`src/hw/rtl/escaped_frame_receiver_crc32_unit_macros.svh`:
```
// Assertion macros for the escaped frame receiver.
// Each macro expects signals named clk and rst_n in the scope where it is used.
`ifndef ESCAPED_FRAME_RECEIVER_CRC32_UNIT_MACROS_SVH
`define ESCAPED_FRAME_RECEIVER_CRC32_UNIT_MACROS_SVH

// Same-cycle implication, quiet while reset is held.
`define EFR_ASSERT_IMP(lbl, ante, cons) \
  lbl: assert property (@(posedge clk) disable iff (!rst_n) (ante) |-> (cons)) \
    else $error("efr same-cycle check failed");

// Next-cycle implication, quiet while reset is held.
`define EFR_ASSERT_NEXT(lbl, ante, cons) \
  lbl: assert property (@(posedge clk) disable iff (!rst_n) (ante) |=> (cons)) \
    else $error("efr next-cycle check failed");

`endif

```
`src/hw/rtl/efr_pkg.sv`:
```
// Package for the escaped frame receiver: status codes, register map, result
// and code structs and the byte-wide CRC-32 update. No dependencies.
`timescale 1ns / 1ps

package efr_pkg;

  typedef enum logic [2:0] {
    ST_IGNORED  = 3'd0,
    ST_DATA     = 3'd1,
    ST_ACCEPTED = 3'd2,
    ST_LEN_BAD  = 3'd3,
    ST_CRC_BAD  = 3'd4,
    ST_OVERFLOW = 3'd5,
    ST_OPENED   = 3'd6
  } status_t;

  // Register map: byte address 4*index.
  localparam int unsigned ADDR_W = 4;
  localparam int unsigned IDX_W  = 2;
  localparam logic [IDX_W-1:0] REG_START  = 2'd0;
  localparam logic [IDX_W-1:0] REG_ESCAPE = 2'd1;
  localparam logic [IDX_W-1:0] REG_END    = 2'd2;

  localparam logic [7:0] START_RESET  = 8'd1;
  localparam logic [7:0] ESCAPE_RESET = 8'd27;
  localparam logic [7:0] END_RESET    = 8'd4;

  // Frame layout: three header bytes, payload, four CRC bytes.
  localparam int unsigned HEADER_LEN = 3;
  localparam int unsigned CRC_LEN    = 4;
  localparam int unsigned OVERHEAD   = 7;

  localparam logic [31:0] CRC_POLY = 32'hEDB8_8320;
  localparam logic [31:0] CRC_INIT = 32'hFFFF_FFFF;

  typedef struct packed {
    logic [7:0] start_code;
    logic [7:0] escape_code;
    logic [7:0] end_code;
  } codes_t;

  typedef struct packed {
    status_t    status;
    logic [7:0] data_byte;
    logic [8:0] position;
    logic [7:0] dest_id;
    logic [7:0] source_id;
    logic [7:0] payload_len;
  } result_t;

  // Reflected CRC-32, one byte in.
  function automatic logic [31:0] crc32_byte(input logic [31:0] crc_in,
                                             input logic [7:0]  data);
    logic [31:0] c;
    c = crc_in ^ {24'd0, data};
    for (int k = 0; k < 8; k++) begin
      c = c[0] ? ((c >> 1) ^ CRC_POLY) : (c >> 1);
    end
    return c;
  endfunction

endpackage

```
`src/hw/rtl/efr_in_if.sv`:
```
// Input channel of the escaped frame receiver: one raw line byte per transfer.
// Depends on nothing.
`timescale 1ns / 1ps

interface efr_in_if;
  logic       valid;
  logic       ready;
  logic [7:0] line_byte;

  modport source (output valid, output line_byte, input ready);
  modport sink   (input valid, input line_byte, output ready);
endinterface

```
`src/hw/rtl/efr_out_if.sv`:
```
// Result channel of the escaped frame receiver: one result per transfer.
// Depends on nothing.
`timescale 1ns / 1ps

interface efr_out_if;
  logic       valid;
  logic       ready;
  logic [2:0] status;
  logic [7:0] data_byte;
  logic [8:0] position;
  logic [7:0] dest_id;
  logic [7:0] source_id;
  logic [7:0] payload_len;

  modport source (output valid, output status, output data_byte, output position,
                  output dest_id, output source_id, output payload_len, input ready);
  modport sink   (input valid, input status, input data_byte, input position,
                  input dest_id, input source_id, input payload_len, output ready);
endinterface

```
`src/hw/rtl/efr_cfg_regs.sv`:
```
// APB register file for the start, escape and end codes.
// Depends on efr_pkg.
`timescale 1ns / 1ps

module efr_cfg_regs (
  input  logic                         clk,
  input  logic                         rst_n,
  input  logic                         psel,
  input  logic                         penable,
  input  logic                         pwrite,
  input  logic [efr_pkg::ADDR_W-1:0]   paddr,
  input  logic [31:0]                  pwdata,
  output logic [31:0]                  prdata,
  output logic                         pready,
  output efr_pkg::codes_t              codes_o
);

  efr_pkg::codes_t           codes_r;
  efr_pkg::codes_t           codes_nxt;
  logic [efr_pkg::IDX_W-1:0] reg_idx;
  logic                      wr_en;

  assign reg_idx = paddr[efr_pkg::ADDR_W-1:2];
  assign wr_en   = psel && penable && pwrite;
  assign pready  = 1'b1;
  assign codes_o = codes_r;

  always_comb begin
    codes_nxt = codes_r;
    if (wr_en) begin
      case (reg_idx)
        efr_pkg::REG_START:  codes_nxt.start_code  = pwdata[7:0];
        efr_pkg::REG_ESCAPE: codes_nxt.escape_code = pwdata[7:0];
        efr_pkg::REG_END:    codes_nxt.end_code    = pwdata[7:0];
        default:             codes_nxt = codes_r;
      endcase
    end
  end

  always_comb begin
    case (reg_idx)
      efr_pkg::REG_START:  prdata = {24'd0, codes_r.start_code};
      efr_pkg::REG_ESCAPE: prdata = {24'd0, codes_r.escape_code};
      efr_pkg::REG_END:    prdata = {24'd0, codes_r.end_code};
      default:             prdata = 32'd0;
    endcase
  end

  always_ff @(posedge clk) begin
    if (!rst_n) begin
      codes_r.start_code  <= efr_pkg::START_RESET;
      codes_r.escape_code <= efr_pkg::ESCAPE_RESET;
      codes_r.end_code    <= efr_pkg::END_RESET;
    end else begin
      codes_r <= codes_nxt;
    end
  end

endmodule

```
`src/hw/rtl/efr_deframer.sv`:
```
// Frame state and one-byte decode step: unescaping, header capture, CRC over
// the bytes leaving the four-byte tail, and the end-of-frame checks. Uses efr_pkg.
`timescale 1ns / 1ps

module efr_deframer #(
  parameter int unsigned FRAME_BYTES = 256
) (
  input  logic            clk,
  input  logic            rst_n,
  input  logic            step_i,
  input  logic [7:0]      byte_i,
  input  efr_pkg::codes_t codes_i,
  output efr_pkg::result_t result_o,
  output logic            in_frame_o
);

  localparam int unsigned CW = $clog2(FRAME_BYTES + 1);
  localparam int unsigned LW = (CW > 8) ? CW : 8;

  logic          in_frame_r, in_frame_nxt;
  logic          esc_r, esc_nxt;
  logic [CW-1:0] count_r, count_nxt;
  logic [23:0]   hdr_r, hdr_nxt;
  logic [31:0]   tail_r, tail_nxt;
  logic [31:0]   crc_r, crc_nxt;

  assign in_frame_o = in_frame_r;

  always_comb begin
    logic [7:0]    d;
    logic          have_data;
    logic [CW-1:0] len_diff;
    logic          len_ok;
    d            = 8'd0;
    have_data    = 1'b0;
    len_diff     = count_r - CW'(efr_pkg::OVERHEAD);
    len_ok       = (count_r >= CW'(efr_pkg::OVERHEAD))
                   && (LW'(len_diff) == LW'(hdr_r[23:16]));
    in_frame_nxt = in_frame_r;
    esc_nxt      = esc_r;
    count_nxt    = count_r;
    hdr_nxt      = hdr_r;
    tail_nxt     = tail_r;
    crc_nxt      = crc_r;
    result_o     = '0;
    result_o.status = efr_pkg::ST_IGNORED;

    if (step_i) begin
      if (!in_frame_r) begin
        if (byte_i == codes_i.start_code) begin
          esc_nxt      = 1'b0;
          count_nxt    = '0;
          hdr_nxt      = '0;
          tail_nxt     = '0;
          crc_nxt      = efr_pkg::CRC_INIT;
          in_frame_nxt = 1'b1;
          result_o.status = efr_pkg::ST_OPENED;
        end
      end else if (count_r >= CW'(FRAME_BYTES)) begin
        // frame too long: drop it, whatever the byte is
        in_frame_nxt = 1'b0;
        esc_nxt      = 1'b0;
        count_nxt    = '0;
        hdr_nxt      = '0;
        tail_nxt     = '0;
        crc_nxt      = efr_pkg::CRC_INIT;
        result_o.status = efr_pkg::ST_OVERFLOW;
      end else if (esc_r) begin
        d         = byte_i ^ codes_i.escape_code;
        esc_nxt   = 1'b0;
        have_data = 1'b1;
      end else if (byte_i == codes_i.escape_code) begin
        esc_nxt = 1'b1;
      end else if (byte_i == codes_i.end_code) begin
        if (!len_ok) begin
          result_o.status = efr_pkg::ST_LEN_BAD;
        end else if ((crc_r ^ efr_pkg::CRC_INIT) != tail_r) begin
          result_o.status = efr_pkg::ST_CRC_BAD;
        end else begin
          result_o.status      = efr_pkg::ST_ACCEPTED;
          result_o.dest_id     = hdr_r[7:0];
          result_o.source_id   = hdr_r[15:8];
          result_o.payload_len = hdr_r[23:16];
        end
        in_frame_nxt = 1'b0;
        esc_nxt      = 1'b0;
        count_nxt    = '0;
        hdr_nxt      = '0;
        tail_nxt     = '0;
        crc_nxt      = efr_pkg::CRC_INIT;
      end else begin
        d         = byte_i;
        have_data = 1'b1;
      end

      if (have_data) begin
        if (count_r < CW'(efr_pkg::HEADER_LEN)) begin
          case (count_r[1:0])
            2'd0:    hdr_nxt[7:0]   = d;
            2'd1:    hdr_nxt[15:8]  = d;
            2'd2:    hdr_nxt[23:16] = d;
            default: hdr_nxt        = hdr_r;
          endcase
        end
        // the CRC trails the stream by four bytes so the tail is never fed
        if (count_r >= CW'(efr_pkg::CRC_LEN)) begin
          crc_nxt = efr_pkg::crc32_byte(crc_r, tail_r[31:24]);
        end
        tail_nxt  = {tail_r[23:0], d};
        count_nxt = count_r + 1'b1;
        result_o.status    = efr_pkg::ST_DATA;
        result_o.data_byte = d;
        result_o.position  = 9'(count_r);
      end
    end
  end

  always_ff @(posedge clk) begin
    if (!rst_n) begin
      in_frame_r <= 1'b0;
      esc_r      <= 1'b0;
      count_r    <= '0;
      hdr_r      <= '0;
      tail_r     <= '0;
      crc_r      <= efr_pkg::CRC_INIT;
    end else begin
      in_frame_r <= in_frame_nxt;
      esc_r      <= esc_nxt;
      count_r    <= count_nxt;
      hdr_r      <= hdr_nxt;
      tail_r     <= tail_nxt;
      crc_r      <= crc_nxt;
    end
  end

endmodule

```
`src/hw/rtl/escaped_frame_receiver_crc32_unit.sv`:
```
// Escaped frame receiver with CRC-32 check. Each transfer on in_ch carries one
// raw line byte; each yields exactly one result on out_ch, in order. Outside a
// frame, bytes are ignored until the start code opens one. Inside a frame the
// escape code makes the next byte data (XORed with the escape code), the end
// code closes the frame and reports accepted, length bad or CRC bad, and any
// other byte is streamed out with its position. A frame is laid out as
// destination, source, length, payload and a CRC-32 sent most significant byte
// first; a byte arriving once FRAME_BYTES decoded bytes are held aborts the
// frame with an overflow result. Rate: one byte per clock sustained while
// out_ch is ready; each byte goes through the input register, then the result
// register. The rate is set by the decode stage, which does the unescape, the
// byte-wide CRC-32 update and the length and CRC compare combinationally
// between the input register and the result register. The start, escape and
// end codes sit on the APB port at byte addresses 0, 4 and 8, and are to be
// changed only while the receiver is idle. Depends on efr_pkg, efr_in_if,
// efr_out_if, efr_cfg_regs, efr_deframer and the macros header.
`timescale 1ns / 1ps
`include "escaped_frame_receiver_crc32_unit_macros.svh"

module escaped_frame_receiver_crc32_unit #(
  parameter int unsigned FRAME_BYTES = 256
) (
  input  logic                       clk,
  input  logic                       rst_n,
  efr_in_if.sink                     in_ch,
  efr_out_if.source                  out_ch,
  input  logic                       psel,
  input  logic                       penable,
  input  logic                       pwrite,
  input  logic [efr_pkg::ADDR_W-1:0] paddr,
  input  logic [31:0]                pwdata,
  output logic [31:0]                prdata,
  output logic                       pready
);

  efr_pkg::codes_t  codes;
  efr_pkg::result_t step_res;
  logic             frame_open;

  // input register
  logic       s1_valid_r, s1_valid_nxt;
  logic [7:0] s1_byte_r;
  // result register
  logic             out_valid_r, out_valid_nxt;
  efr_pkg::result_t out_res_r;

  logic in_xfer;
  logic advance;

  // Advance the input register into the result register whenever the result
  // register is empty or is being drained this cycle.
  assign advance      = s1_valid_r && (!out_valid_r || out_ch.ready);
  assign in_ch.ready  = !s1_valid_r || advance;
  assign in_xfer      = in_ch.valid && in_ch.ready;

  always_comb begin
    s1_valid_nxt = s1_valid_r;
    if (in_xfer) begin
      s1_valid_nxt = 1'b1;
    end else if (advance) begin
      s1_valid_nxt = 1'b0;
    end
  end

  always_comb begin
    out_valid_nxt = out_valid_r;
    if (advance) begin
      out_valid_nxt = 1'b1;
    end else if (out_ch.ready) begin
      out_valid_nxt = 1'b0;
    end
  end

  always_ff @(posedge clk) begin
    if (!rst_n) begin
      s1_valid_r  <= 1'b0;
      out_valid_r <= 1'b0;
    end else begin
      s1_valid_r  <= s1_valid_nxt;
      out_valid_r <= out_valid_nxt;
    end
  end

  // payload registers: hold unless a transfer refills them
  always_ff @(posedge clk) begin
    if (in_xfer) begin
      s1_byte_r <= in_ch.line_byte;
    end
    if (advance) begin
      out_res_r <= step_res;
    end
  end

  efr_cfg_regs u_cfg (
    .clk     (clk),
    .rst_n   (rst_n),
    .psel    (psel),
    .penable (penable),
    .pwrite  (pwrite),
    .paddr   (paddr),
    .pwdata  (pwdata),
    .prdata  (prdata),
    .pready  (pready),
    .codes_o (codes)
  );

  efr_deframer #(
    .FRAME_BYTES (FRAME_BYTES)
  ) u_deframer (
    .clk        (clk),
    .rst_n      (rst_n),
    .step_i     (advance),
    .byte_i     (s1_byte_r),
    .codes_i    (codes),
    .result_o   (step_res),
    .in_frame_o (frame_open)
  );

  assign out_ch.valid       = out_valid_r;
  assign out_ch.status      = out_res_r.status;
  assign out_ch.data_byte   = out_res_r.data_byte;
  assign out_ch.position    = out_res_r.position;
  assign out_ch.dest_id     = out_res_r.dest_id;
  assign out_ch.source_id   = out_res_r.source_id;
  assign out_ch.payload_len = out_res_r.payload_len;

  // A data result never points past the frame buffer size.
  `EFR_ASSERT_IMP(a_pos_in_range,
    out_valid_r && (out_res_r.status == efr_pkg::ST_DATA),
    {1'b0, out_res_r.position} < 10'(FRAME_BYTES))

  // Header fields show only on an accepted frame.
  `EFR_ASSERT_IMP(a_hdr_only_on_accept,
    out_valid_r && (out_res_r.status != efr_pkg::ST_ACCEPTED),
    (out_res_r.dest_id == 8'd0) && (out_res_r.source_id == 8'd0)
      && (out_res_r.payload_len == 8'd0))

  // Every closing result leaves the deframer outside a frame.
  `EFR_ASSERT_NEXT(a_close_leaves_frame,
    advance && ((step_res.status == efr_pkg::ST_ACCEPTED)
      || (step_res.status == efr_pkg::ST_LEN_BAD)
      || (step_res.status == efr_pkg::ST_CRC_BAD)
      || (step_res.status == efr_pkg::ST_OVERFLOW)),
    !frame_open)

  // Opening a frame is only reported from outside one.
  `EFR_ASSERT_IMP(a_open_from_idle,
    advance && (step_res.status == efr_pkg::ST_OPENED),
    !frame_open)

endmodule

```
`src/flat_wrapper.sv`:
```
// flat-port wrapper written by rule: the top's interface ports become plain ports
module escaped_frame_receiver_crc32_unit_flat 
#(
  parameter int unsigned FRAME_BYTES = 256
)
  (clk, rst_n, psel, penable, pwrite, paddr, pwdata, prdata, pready, in_ch_valid, in_ch_line_byte, in_ch_ready, out_ch_valid, out_ch_status, out_ch_data_byte, out_ch_position, out_ch_dest_id, out_ch_source_id, out_ch_payload_len, out_ch_ready);
  efr_in_if in_ch_i ();
  efr_out_if out_ch_i ();
  input  logic clk;
  input  logic rst_n;
  input  logic psel;
  input  logic penable;
  input  logic pwrite;
  input  logic [efr_pkg::ADDR_W-1:0] paddr;
  input  logic [31:0] pwdata;
  output logic [31:0] prdata;
  output logic pready;
  input wire logic [$bits(in_ch_i.valid)-1:0] in_ch_valid;
  input wire logic [$bits(in_ch_i.line_byte)-1:0] in_ch_line_byte;
  output wire logic [$bits(in_ch_i.ready)-1:0] in_ch_ready;
  output wire logic [$bits(out_ch_i.valid)-1:0] out_ch_valid;
  output wire logic [$bits(out_ch_i.status)-1:0] out_ch_status;
  output wire logic [$bits(out_ch_i.data_byte)-1:0] out_ch_data_byte;
  output wire logic [$bits(out_ch_i.position)-1:0] out_ch_position;
  output wire logic [$bits(out_ch_i.dest_id)-1:0] out_ch_dest_id;
  output wire logic [$bits(out_ch_i.source_id)-1:0] out_ch_source_id;
  output wire logic [$bits(out_ch_i.payload_len)-1:0] out_ch_payload_len;
  input wire logic [$bits(out_ch_i.ready)-1:0] out_ch_ready;
  assign in_ch_i.valid = in_ch_valid;
  assign in_ch_i.line_byte = in_ch_line_byte;
  assign in_ch_ready = in_ch_i.ready;
  assign out_ch_valid = out_ch_i.valid;
  assign out_ch_status = out_ch_i.status;
  assign out_ch_data_byte = out_ch_i.data_byte;
  assign out_ch_position = out_ch_i.position;
  assign out_ch_dest_id = out_ch_i.dest_id;
  assign out_ch_source_id = out_ch_i.source_id;
  assign out_ch_payload_len = out_ch_i.payload_len;
  assign out_ch_i.ready = out_ch_ready;
  escaped_frame_receiver_crc32_unit #(.FRAME_BYTES(FRAME_BYTES)) u_core (.clk(clk), .rst_n(rst_n), .in_ch(in_ch_i), .out_ch(out_ch_i), .psel(psel), .penable(penable), .pwrite(pwrite), .paddr(paddr), .pwdata(pwdata), .prdata(prdata), .pready(pready));
endmodule
```
`config.mk`:
```
export PLATFORM = sky130hd
export DESIGN_NAME = escaped_frame_receiver_crc32_unit_flat
export DESIGN_NICKNAME = d
export VERILOG_FILES = /design/src/hw/rtl/efr_pkg.sv /design/src/hw/rtl/efr_in_if.sv /design/src/hw/rtl/efr_out_if.sv /design/src/hw/rtl/efr_cfg_regs.sv /design/src/hw/rtl/efr_deframer.sv /design/src/hw/rtl/escaped_frame_receiver_crc32_unit.sv /design/src/flat_wrapper.sv
export VERILOG_INCLUDE_DIRS = /design/src /design/src/hw/rtl
export SDC_FILE = /design/constraint.sdc
export NUM_CORES = 1
export LEC_CHECK = 0
export BUFFER_PORTS_ARGS = -buffer_cell sky130_fd_sc_hd__buf_4
export CELL_PAD_IN_SITES_DETAIL_PLACEMENT = 0
export CELL_PAD_IN_SITES_GLOBAL_PLACEMENT = 2
export CORE_MARGIN = 4
export CORE_UTILIZATION = 39
export CTS_CLUSTER_SIZE = 25
export DETAILED_ROUTE_END_ITERATION = 16
export PLACE_DENSITY = 0.95
export SYNTH_ARGS = -nofsm -noshare
export SYNTH_HDL_FRONTEND = slang
export SYNTH_HIERARCHICAL = 1
export SYNTH_SLANG_ARGS = --single-unit
```
`constraint.sdc`:
```
create_clock -name clk -period 6.5 [get_ports clk]
set_input_delay 0.325 -clock clk [delete_from_list [all_inputs] [get_ports clk]]
set_output_delay 0.325 -clock clk [all_outputs]
set_load 0.005 [all_outputs]
```
# --- Word-level counts from Yosys, hierarchy flattened ---
# Index checks and enable logic that the tools add are counted.
# W data, S select, Z words.
classes:
  reduce_logical: 27
  muxes: 75
  eq_ne: 15
  n_bitwise: 14
  n_addsub: 2
  magnitude_cmp: 4
op_table:
  columns: ["cell", "n"]
  rows:
  - ["$mux W32", 23]
  - ["$mux W24", 8]
  - ["$not A13 Y14", 8]
  - ["$mux W9", 7]
  - ["$pmux W8 S2", 3]
  - ["$mux W8", 5]
  - ["$ne A32 B32 Y1", 1]
  - ["$not A32 Y32", 1]
  - ["$xor A32 B8 Y32", 1]
  - ["$eq A8 B8 Y1", 3]
  - ["$mux W3", 8]
  - ["$pmux W8 S3", 1]
  - ["$mux W1", 20]
  - ["$ge A9 B3 Y1 const B", 2]
  - ["$ne A4 B3 Y1 const B", 4]
  - ["$reduce_and A2 Y1", 7]
  - ["$add A9 B1 Y9 const B", 1]
  - ["$eq A9 B8 Y1", 1]
  - ["$ge A9 B9 Y1 const B", 1]
  - ["$lt A9 B2 Y1 const B", 1]
  - ["$sub A9 B3 Y9 const B", 1]
  - ["$xor A8 B8 Y8", 1]
  - ["$reduce_or A7 Y1", 1]
  - ["$reduce_bool A2 Y1", 3]
  - ["12 further kinds", 25]
totals:
  in_bits: 51
  wordCells: 157
  reg_bits: 177
  output_inout_bits: 79

# --- Longest topological paths before layout ---
# Gate-level depths: netlist of run 1.
depth:
  depth_word: 19
  mapped_depth: 9

# --- Cells and area by module ---
# The synthesis of run 1 kept the hierarchy.
by_module_without_submodules:
  columns: ["mod", "area_per_inst_um2", "cells_per_inst", "instances"]
  rows:
  - ["efr_deframer", 5826.8, 655, 1]
  - ["escaped_frame_receiver_crc32_unit", 1665.3, 61, 1]
  - ["efr_cfg_regs", 1343.8, 151, 1]

# --- Worst setup path before layout of run 1 ---
# Ideal clock, no wire load.
synth_path:
  path_type: "reg2reg"
  from: "register u_core.out_valid_r, in the netlist u_core/out_ch.valid"
  to: "register u_core.u_deframer.crc_r[5]"
  stages_incl_launch_ff: 10
  arrival_time_ns: 3.994
  path_slack_ns: 2.366
  setup_ns: 0.140
  period_less_slack_ns: 4.134
  cell_sequence: "dfxtp_1 -> nor2b_4 -> nor2b_1 -> clkbuf_1 -> nand2_1 -> or2_2 -> clkbuf_1 -> nor2_1 -> buf_6 -> a32oi_1"
synth_via:
  elab_chain_cells: 3
synth_rtl:
  columns: ["item", "line", "source"]
  rows:
  - ["from (decl)", "escaped_frame_receiver_crc32_unit.sv:44", "logic out_valid_r, out_valid_nxt;"]
  - ["from (signal assigned)", "escaped_frame_receiver_crc32_unit.sv:80", "out_valid_r <= out_valid_nxt;"]
  - ["$logic_not A1 Y1", "escaped_frame_receiver_crc32_unit.sv:52", "assign advance = s1_valid_r && (!out_valid_r || out_ch.ready);"]
  - ["$logic_or A1 B1 Y1", "escaped_frame_receiver_crc32_unit.sv:52", null]
  - ["$logic_and A1 B1 Y1", "escaped_frame_receiver_crc32_unit.sv:52", null]
  - ["named net u_core.advance", "escaped_frame_receiver_crc32_unit.sv:48", "logic advance;"]
  - ["to (signal assigned)", "efr_deframer.sv:125", "crc_r <= efr_pkg::CRC_INIT;"]
  - ["to (signal assigned)", "efr_deframer.sv:132", "crc_r <= crc_nxt;"]
  - ["to (decl)", "efr_deframer.sv:25", "logic [31:0] crc_r, crc_nxt;"]
# The timed path passes the listed nets, and every way through them passes these cells.
# A chain may end at the register's enable or synchronous reset.

# --- Worst setup path after layout of run 1 ---
layout_path:
  from: "register u_core.s1_byte_r[5]"
  to: "register u_core.u_deframer.crc_r[25]"
layout_via:
  elab_chain_cells: 8
  elab_cells_between_ends: 17
layout_rtl:
  columns: ["item", "line", "source"]
  rows:
  - ["from (decl)", "escaped_frame_receiver_crc32_unit.sv:42", "logic [7:0] s1_byte_r;"]
  - ["from (signal assigned)", "escaped_frame_receiver_crc32_unit.sv:87", "s1_byte_r <= in_ch.line_byte;"]
  - ["$eq A8 B8 Y1", "efr_deframer.sv:74", "end else if (byte_i == codes_i.end_code) begin"]
  - ["$mux W32 / $mux W1 (equally long branches)", "efr_deframer.sv:74", null]
  - ["$mux W32 / $mux W1 (equally long branches)", "efr_deframer.sv:72", "end else if (byte_i == codes_i.escape_code) begin"]
  - ["$mux W32 / $mux W1 (equally long branches)", "efr_deframer.sv:68", "end else if (esc_r) begin"]
  - ["$mux W32 / $mux W1 (equally long branches)", "efr_deframer.sv:59", "end else if (count_r >= CW'(FRAME_BYTES)) begin"]
  - ["$mux W32 / $mux W1 (equally long branches)", "efr_deframer.sv:49", "if (!in_frame_r) begin"]
  - ["$mux W32 / $mux W1 (equally long branches)", "efr_deframer.sv:106, efr_deframer.sv:48", null]
  - ["$mux W32 *", "efr_deframer.sv:96", "if (have_data) begin"]
# Every way passes the cells marked *; elsewhere a longest branch is shown, timed or not. The select of a mux whose other input is x is not followed.

==> run metrics, run 1 <==
Final setup viols 0; area delta synth->final 13.6%; Buffers & Inverters on Critical Path 1; final max-slew violation count 0; Post-synth ARST share 0; Post-synth EDFFs 52; Rows 54; FF+latch count, synth 177; Required @ worst endpoint 6850 ps; Yosys top cell area share 0.283; post-CTS sizing 0; layout cell share with drive strength beyond 1 0.159; Syn Std Cell Area 8840 um^2; Total Negative Setup Slacks 0 ps; CP max-delay cell a21oi_2; hold slack 65.9 ps; H-tree depth 4; initial antenna violation count 0; CP Class register to register; Int Power 0.00172 W; FF-to-FF End u_core/u_deframer/crc_r[25]$_SDFFE_PN1P_; sequential share of the synthesized area 0.460; input/output buffers 78; Sink Count 177; Final Cycle Share 0.499; CTS Root Cell clkbuf_16; CTS clk-pin slew, worst paths 70 ps; Final Hold Vio Count 0; CTS buffer count 17; Routed Antenna Nets 0; clk_skew 19.9 ps; Crit path arrival time 3590 ps; gpl congestion 0.846; minimum clock period 3240 ps; Placed Area 9430 um^2; Hold Path Class primary input to register; synth unique cells 66; Antenna diodes 0; RSZ-0062 raised after global routing no; die height 159 um; Initial Util 0.401; Worst Reg-to-Reg Cells 7; register-to-register path setup slack 3260 ps; vias in the first global route 6,179; Congestion Overflow GR 0; critical path cell sequence xor2_1, nor4_2, nand2_1, a21oi_2, nor2_1, buf_4, a32oi_1; worst-path fanout max 14; Detail Placement HPWL 14,800 um; Top delay family on crit path simple AND/OR/NAND/NOR gates; Clock power frac 0.448; via count of the routed design 6,332; Sw Ratio 0.253; predominant post-synthesis flop cell dfxtp_1; Crit. End Element register; Hold Path Sink u_core/s1_byte_r[1]$_DFFE_PP_; worst slew pin tran 1140 ps; Die Footprint 25,100 um^2; CTS tree done; startpoint types register; Max-slew headroom 0.236; number of max-cap violations 0; global-route wire length before repair 34,000 um; Worst Hold Depth 1; DIE WIDTH 159 um; DRT Pass-1 Iters 5; # fillers 2,086; flip-flop and latch area 4060 um^2; Reg2Reg Launch Point u_core/s1_byte_r[5]$_DFFE_PP_; leakage 3.68 nW; Max VDD drop 0.000183 V; Reg power frac 0.505; Highest Clock Rate 308 MHz; num ports 130; largest net degree at the start of global routing 51; Synth Instances 867; drt wl/cell 17.3 um; YS warnings 6; Initial DRC Count 503; Post-CTS Hold Buffers 0; nets 975; number of setup buffers added after CTS 0; area of the multi-input gates 4320 um^2; Synth area leaders dfxtp_1, edfxtp_1, xnor2_1, xor2_1, nand2_1; status finished, final reports clean; # DRC 0; Gate power share 0.047; slowest cell delay on critical path 670 ps; Detailed Route WL 21,000 um; min-delay src in_ch_line_byte[1]; Avg Vias per Cell 5.22; Net Switching 0.000583 W; Clock Latency Late Sink 440 ps; core area 22,000 um^2; post-route cell area 10,000 um^2; GRT Total Usage 0.172; maximum clock insertion buffer count 2; Syn Area/Cell 10.2 um^2; post-synth top area cell dfxtp_1; PD cells 230 nW/um^2
-- stage by stage --
step	utilization	total power (W)	setup WS (ps)	instances
2_1_floorplan	-	0.00126	2370	890
3_3_place_gp	0.428	0.00130	3360	1181
3_5_place_dp	0.428	0.00130	3320	1181
4_1_cts	0.456	0.00233	3290	1213
5_1_grt	0.456	0.00239	3130	1213
6_report	0.456	0.00230	3260	1213
-- cell usage in the layout, fill, tap and decap left out, drive strengths merged, types with 26 or more instances in the layout --
cell type / synthesis / layout
buf: 53 / 83
mux2i: 31 / 31
edfxtp: 52 / 52
inv: 18 / 27
conb: 3 / 26
dfxtp: 125 / 125
and2: 32 / 32
xnor2: 82 / 82
nor2: 62 / 62
nand2: 87 / 87
xor2: 64 / 64
-- worst max path at each step --
stage	start	to	slack, ps	depth (start not counted)
after floorplan	u_core/out_ch.valid$_SDFFE_PN0P_	u_core/u_deframer/crc_r[5]$_SDFFE_PN1P_	2370	9
after global placement	u_core/s1_byte_r[5]$_DFFE_PP_	u_core/u_deframer/crc_r[1]$_SDFFE_PN1P_	3360	7
after detailed placement	u_core/s1_byte_r[7]$_DFFE_PP_	u_core/u_deframer/crc_r[14]$_SDFFE_PN1P_	3320	7
after CTS	u_core/s1_byte_r[7]$_DFFE_PP_	u_core/u_deframer/crc_r[25]$_SDFFE_PN1P_	3290	7
after global routing	u_core/s1_byte_r[7]$_DFFE_PP_	u_core/u_deframer/crc_r[25]$_SDFFE_PN1P_	3130	7
final	u_core/s1_byte_r[5]$_DFFE_PP_	u_core/u_deframer/crc_r[25]$_SDFFE_PN1P_	3260	7
-- layout make-up --
| type | instances | share of cell area |
|---|---|---|
| Clock buffer | 17 | 0.0424 |
| Clock inverter | 15 | 0.0181 |
| Inverter | 18 | 0.00673 |
| Multi-Input combinational cell | 623 | 0.431 |
| Sequential cell | 177 | 0.405 |
| Tap cell | 280 | 0.0349 |
| Timing Repair Buffer | 83 | 0.0621 |
-- cell families (layout without fill, tap and decap cells) --
| group | after synthesis | after routing | share of synthesized area |
|---|---|---|---|
| compound gates | 144 | 144 | 0.123 |
| xor+xnor | 148 | 148 | 0.158 |
| fa+ha+maj | 4 | 4 | 0.00566 |
| buf+inv | 90 | 133 | 0.0622 |
| flops | 177 | 177 | 0.460 |
| mux | 31 | 31 | 0.0351 |
| other cells | 3 | 26 | 0.00127 |
| simple gates | 270 | 270 | 0.154 |
-- cells in the mapped netlist (4+ instances only) --
library cell  number
nor2b_1           13
and2_1            32
edfxtp_1          52
buf_2             10
a22o_1            25
nor4_1            10
inv_1             18
and3_1             6
nand2_1           87
mux2i_1           31
buf_6             12
xnor2_2            9
a31oi_1           13
buf_4             29
clkbuf_1          19
nor2_1            61
o22ai_1           25
a32oi_1           25
nand4_1           17
dfxtp_1          125
ha_1               4
xnor2_1           73
nand3_1           18
nor3_1             5
o21ai_0           14
a21oi_1           10
o21ai_1            7
xor2_1            63
-- flip-flops by register name, indices dropped and copies added (netlist names), 3 cells and up --
| signal | count |
|---|---|
| u_core/u_deframer/crc_r | 32 |
| u_core/u_deframer/tail_r | 32 |
| u_core/u_cfg/codes_o | 24 |
| u_core/u_deframer/hdr_r | 24 |
| u_core/out_ch.position | 9 |
| u_core/u_deframer/count_r | 9 |
| u_core/out_ch.data_byte | 8 |
| u_core/out_ch.dest_id | 8 |
| u_core/out_ch.payload_len | 8 |
| u_core/out_ch.source_id | 8 |
| u_core/s1_byte_r | 8 |
| u_core/out_ch.status | 3 |
-- layer usage --
layer,up-vias,part of all wire,GRT usage
li1,3118,-,-
met1,3008,0.47,0.246
met2,191,0.46,0.269
met3,15,0.053,0.0348
met4,0,0.011,0.0451
met5,-,0,0
-- power groups by stage --
stage,registers (W),clock network (W),logic (W)
floorplan,0.00119,0,0.0000684
global placement,0.00119,0,0.000108
detailed placement,0.00119,0,0.000108
CTS,0.00116,0.00106,0.000109
global route,0.00117,0.00111,0.000118
finish,0.00116,0.00103,0.000108
(Power assumes the default switching activity.)
==> run 2, diff against run 1 <==
ABC_AREA = 1   (was default)
CORE_UTILIZATION = 34   (was 39)
PLACE_DENSITY = 0.92   (was 0.95)
clock period = 3.2 ns   (was 6.5 ns; I/O delays follow)
==> run metrics, run 2 <==
DRT Pass-1 Iters 5; core area 28,800 um^2; biggest registers after layout u_core/u_deframer/crc_r: 32 flops, u_core/u_deframer/tail_r: 32 flops; Yosys top cell area share 0.252; Gate power share 0.141; PD cells 463 nW/um^2; CP max-delay cell dfxtp_1; slowest cell delay on critical path 430 ps; Reg power frac 0.460; maximum clock insertion buffer count 2; Sink Count 177; Crit path arrival time 2950 ps; CP Class register to register; Rows 62; Die Footprint 32,000 um^2; via count of the routed design 8,509; area delta synth->final 15.5%; CTS clk-pin slew, worst paths 70 ps; Clock power frac 0.399; layout cell share with drive strength beyond 1 0.135; Worst path depth 12; Post-synth EDFFs 52; Synth area leaders dfxtp_1, edfxtp_1, nand2_1, nor2_1, xnor2_1; worst-path fanout max 22; vias in the first global route 8,071; Initial DRC Count 550; most numerous cell in the Yosys netlist nand2_1; Congestion Overflow GR 0; Highest Clock Rate 371 MHz; startpoint types register; Clock Latency Late Sink 430 ps; Synth Instances 1,324; final max-slew violation count 0; Initial Util 0.345; Routed Antenna Nets 0; DIE WIDTH 179 um; critical path cell sequence inv_1, ha_1, xor2_1, nor2_1, nand2_1, nor2_1, nand2_1, nor2_1, nand2_1, inv_1, nand2_1, nor2_1; Top delay family on crit path simple AND/OR/NAND/NOR gates; H-tree depth 4; Buffers & Inverters on Critical Path 2; gpl congestion 0.870; nets 1,451; Syn Std Cell Area 9930 um^2; die height 179 um; M1 WL 13,100 um; hold slack 46.9 ps; clk_skew 14.1 ps; Detail Placement HPWL 19,400 um; leakage 4.64 nW; CTS tree done; Worst Setup EP u_core/out_ch.payload_len[5]$_DFFE_PP_; post-CTS sizing 0; initial antenna violation count 0; RSZ-0062 raised after global routing no; Final Hold Vio Count 0; num ports 130; register-to-register path setup slack 510 ps; Reg2Reg Launch Point u_core/u_deframer/count_r[0]$_SDFFE_PN0P_; Crit. End Element register; minimum clock period 2690 ps; metal3 WL 1230 um; drt wl/cell 15.1 um; Int Power 0.00382 W; predominant post-synthesis flop cell dfxtp_1; Post-synth ARST share 0; sequential share of the synthesized area 0.409; worst slew pin tran 760 ps; Sw Ratio 0.281; Avg Vias per Cell 4.75; flip-flop and latch area 4060 um^2; # DRC 0; Max VDD drop 0.000391 V; Net Switching 0.00149 W; Antenna diodes 0; synth unique cells 44; Final setup viols 0; Met2 Wirelength 12,400 um; Post-CTS Hold Buffers 14; Final Cycle Share 0.841; Worst Reg-to-Reg Cells 12; FF+latch count, synth 177; global-route wire length before repair 43,400 um; Syn Area/Cell 7.50 um^2; status finished, final reports clean; Total Negative Setup Slacks 0 ps; Required @ worst endpoint 3460 ps; YS warnings 6; number of max-cap violations 0; CTS Root Cell clkbuf_16; # fillers 2,977; Detailed Route WL 27,000 um; CTS buffer count 17; GRT Total Usage 0.172; FF-to-FF End u_core/out_ch.payload_len[5]$_DFFE_PP_; most frequent cells after synthesis nand2_1, nor2_1, inv_1; post-synth top area cell dfxtp_1; Max-slew headroom 0.494; most common cell after layout, fill and taps aside nand2_1; number of setup buffers added after CTS 0; top sig layer met4; largest net degree at the start of global routing 60; area of the multi-input gates 4980 um^2; CP Launch Point u_core/u_deframer/count_r[0]$_SDFFE_PN0P_; Hold Path Class primary input to register; input/output buffers 78; most frequent cells in the layout nand2_1, nor2_1, inv_1, dfxtp_1, nand3_1
==> run 2: worst min path at each step <==
stage                            start  cells after the start                                to  slack [ps]
finish                    out_ch_ready                      4  u_core/out_ch.valid$_SDFFE_PN0P_          50
global route              out_ch_ready                      4  u_core/out_ch.valid$_SDFFE_PN0P_          50
CTS                       out_ch_ready                      4  u_core/out_ch.valid$_SDFFE_PN0P_          30
detailed placement  in_ch_line_byte[6]                      1     u_core/s1_byte_r[6]$_DFFE_PP_         340
global placement    in_ch_line_byte[6]                      1     u_core/s1_byte_r[6]$_DFFE_PP_         340
floorplan           in_ch_line_byte[0]                      0     u_core/s1_byte_r[0]$_DFFE_PP_         260
==> run 2: logic make-up (layout without fill, tap and decap cells) <==
family                   Yosys count  in the layout  share of synthesized area
flip-flops                       177            177                      0.409
adder cells (fa/ha/maj)            4              4                    0.00504
other                              3             26                    0.00113
AND/OR/NAND/NOR                  634            634                      0.285
XOR/XNOR                         106            106                     0.0961
AO/OA/AOI/OAI                    186            186                      0.104
buffers and inverters            214            276                     0.0996
==> run 2: area by class of cell <==
class	instances	area share
Multi-Input combinational cell	956	0.434
Sequential cell	177	0.354
Timing Repair Buffer	107	0.0742
Inverter	137	0.0450
Tap cell	384	0.0419
Clock buffer	18	0.0374
Clock inverter	14	0.0133
==> run 2: worst register-to-register path, cell delays in order (launching register included) <==
cell,delay (ps)
dfxtp_1,430
inv_1,160
ha_1,430
xor2_1,180
nor2_1,100
nand2_1,70
nor2_1,80
nand2_1,50
nor2_1,180
nand2_1,100
inv_1,100
nand2_1,420
nor2_1,240
==> run 2: metrics by stage <==
step | utilization | setup WS, ps | std cells | total power, W | area (um^2)
2_1_floorplan | - | 310 | 1347 | 0.00303 | 10000
3_5_place_dp | 0.373 | 517 | 1747 | 0.00323 | 10700
6_report | 0.399 | 508 | 1793 | 0.00532 | 11500
5_1_grt | 0.399 | 159 | 1793 | 0.00554 | 11500
3_3_place_gp | 0.373 | 579 | 1747 | 0.00322 | 10700
4_1_cts | 0.399 | 476 | 1793 | 0.00537 | 11500
==> run 2: power by group through the flow <==
stage | Sequential (W) | Clock [W] | Combinational [W]
after floorplan | 0.00248 | 0 | 0.000555
after global placement | 0.00250 | 0 | 0.000728
after detailed placement | 0.00250 | 0 | 0.000732
after CTS | 0.00245 | 0.00217 | 0.000750
after global routing | 0.00246 | 0.00225 | 0.000841
final | 0.00245 | 0.00212 | 0.000747
==> run 2: layer usage <==
layer | global-route usage | vias to the layer above
met4 | 0.0445 | 0
li1 | - | 4356
met3 | 0.0306 | 22
met2 | 0.270 | 171
met5 | 0 | -
met1 | 0.243 | 3960
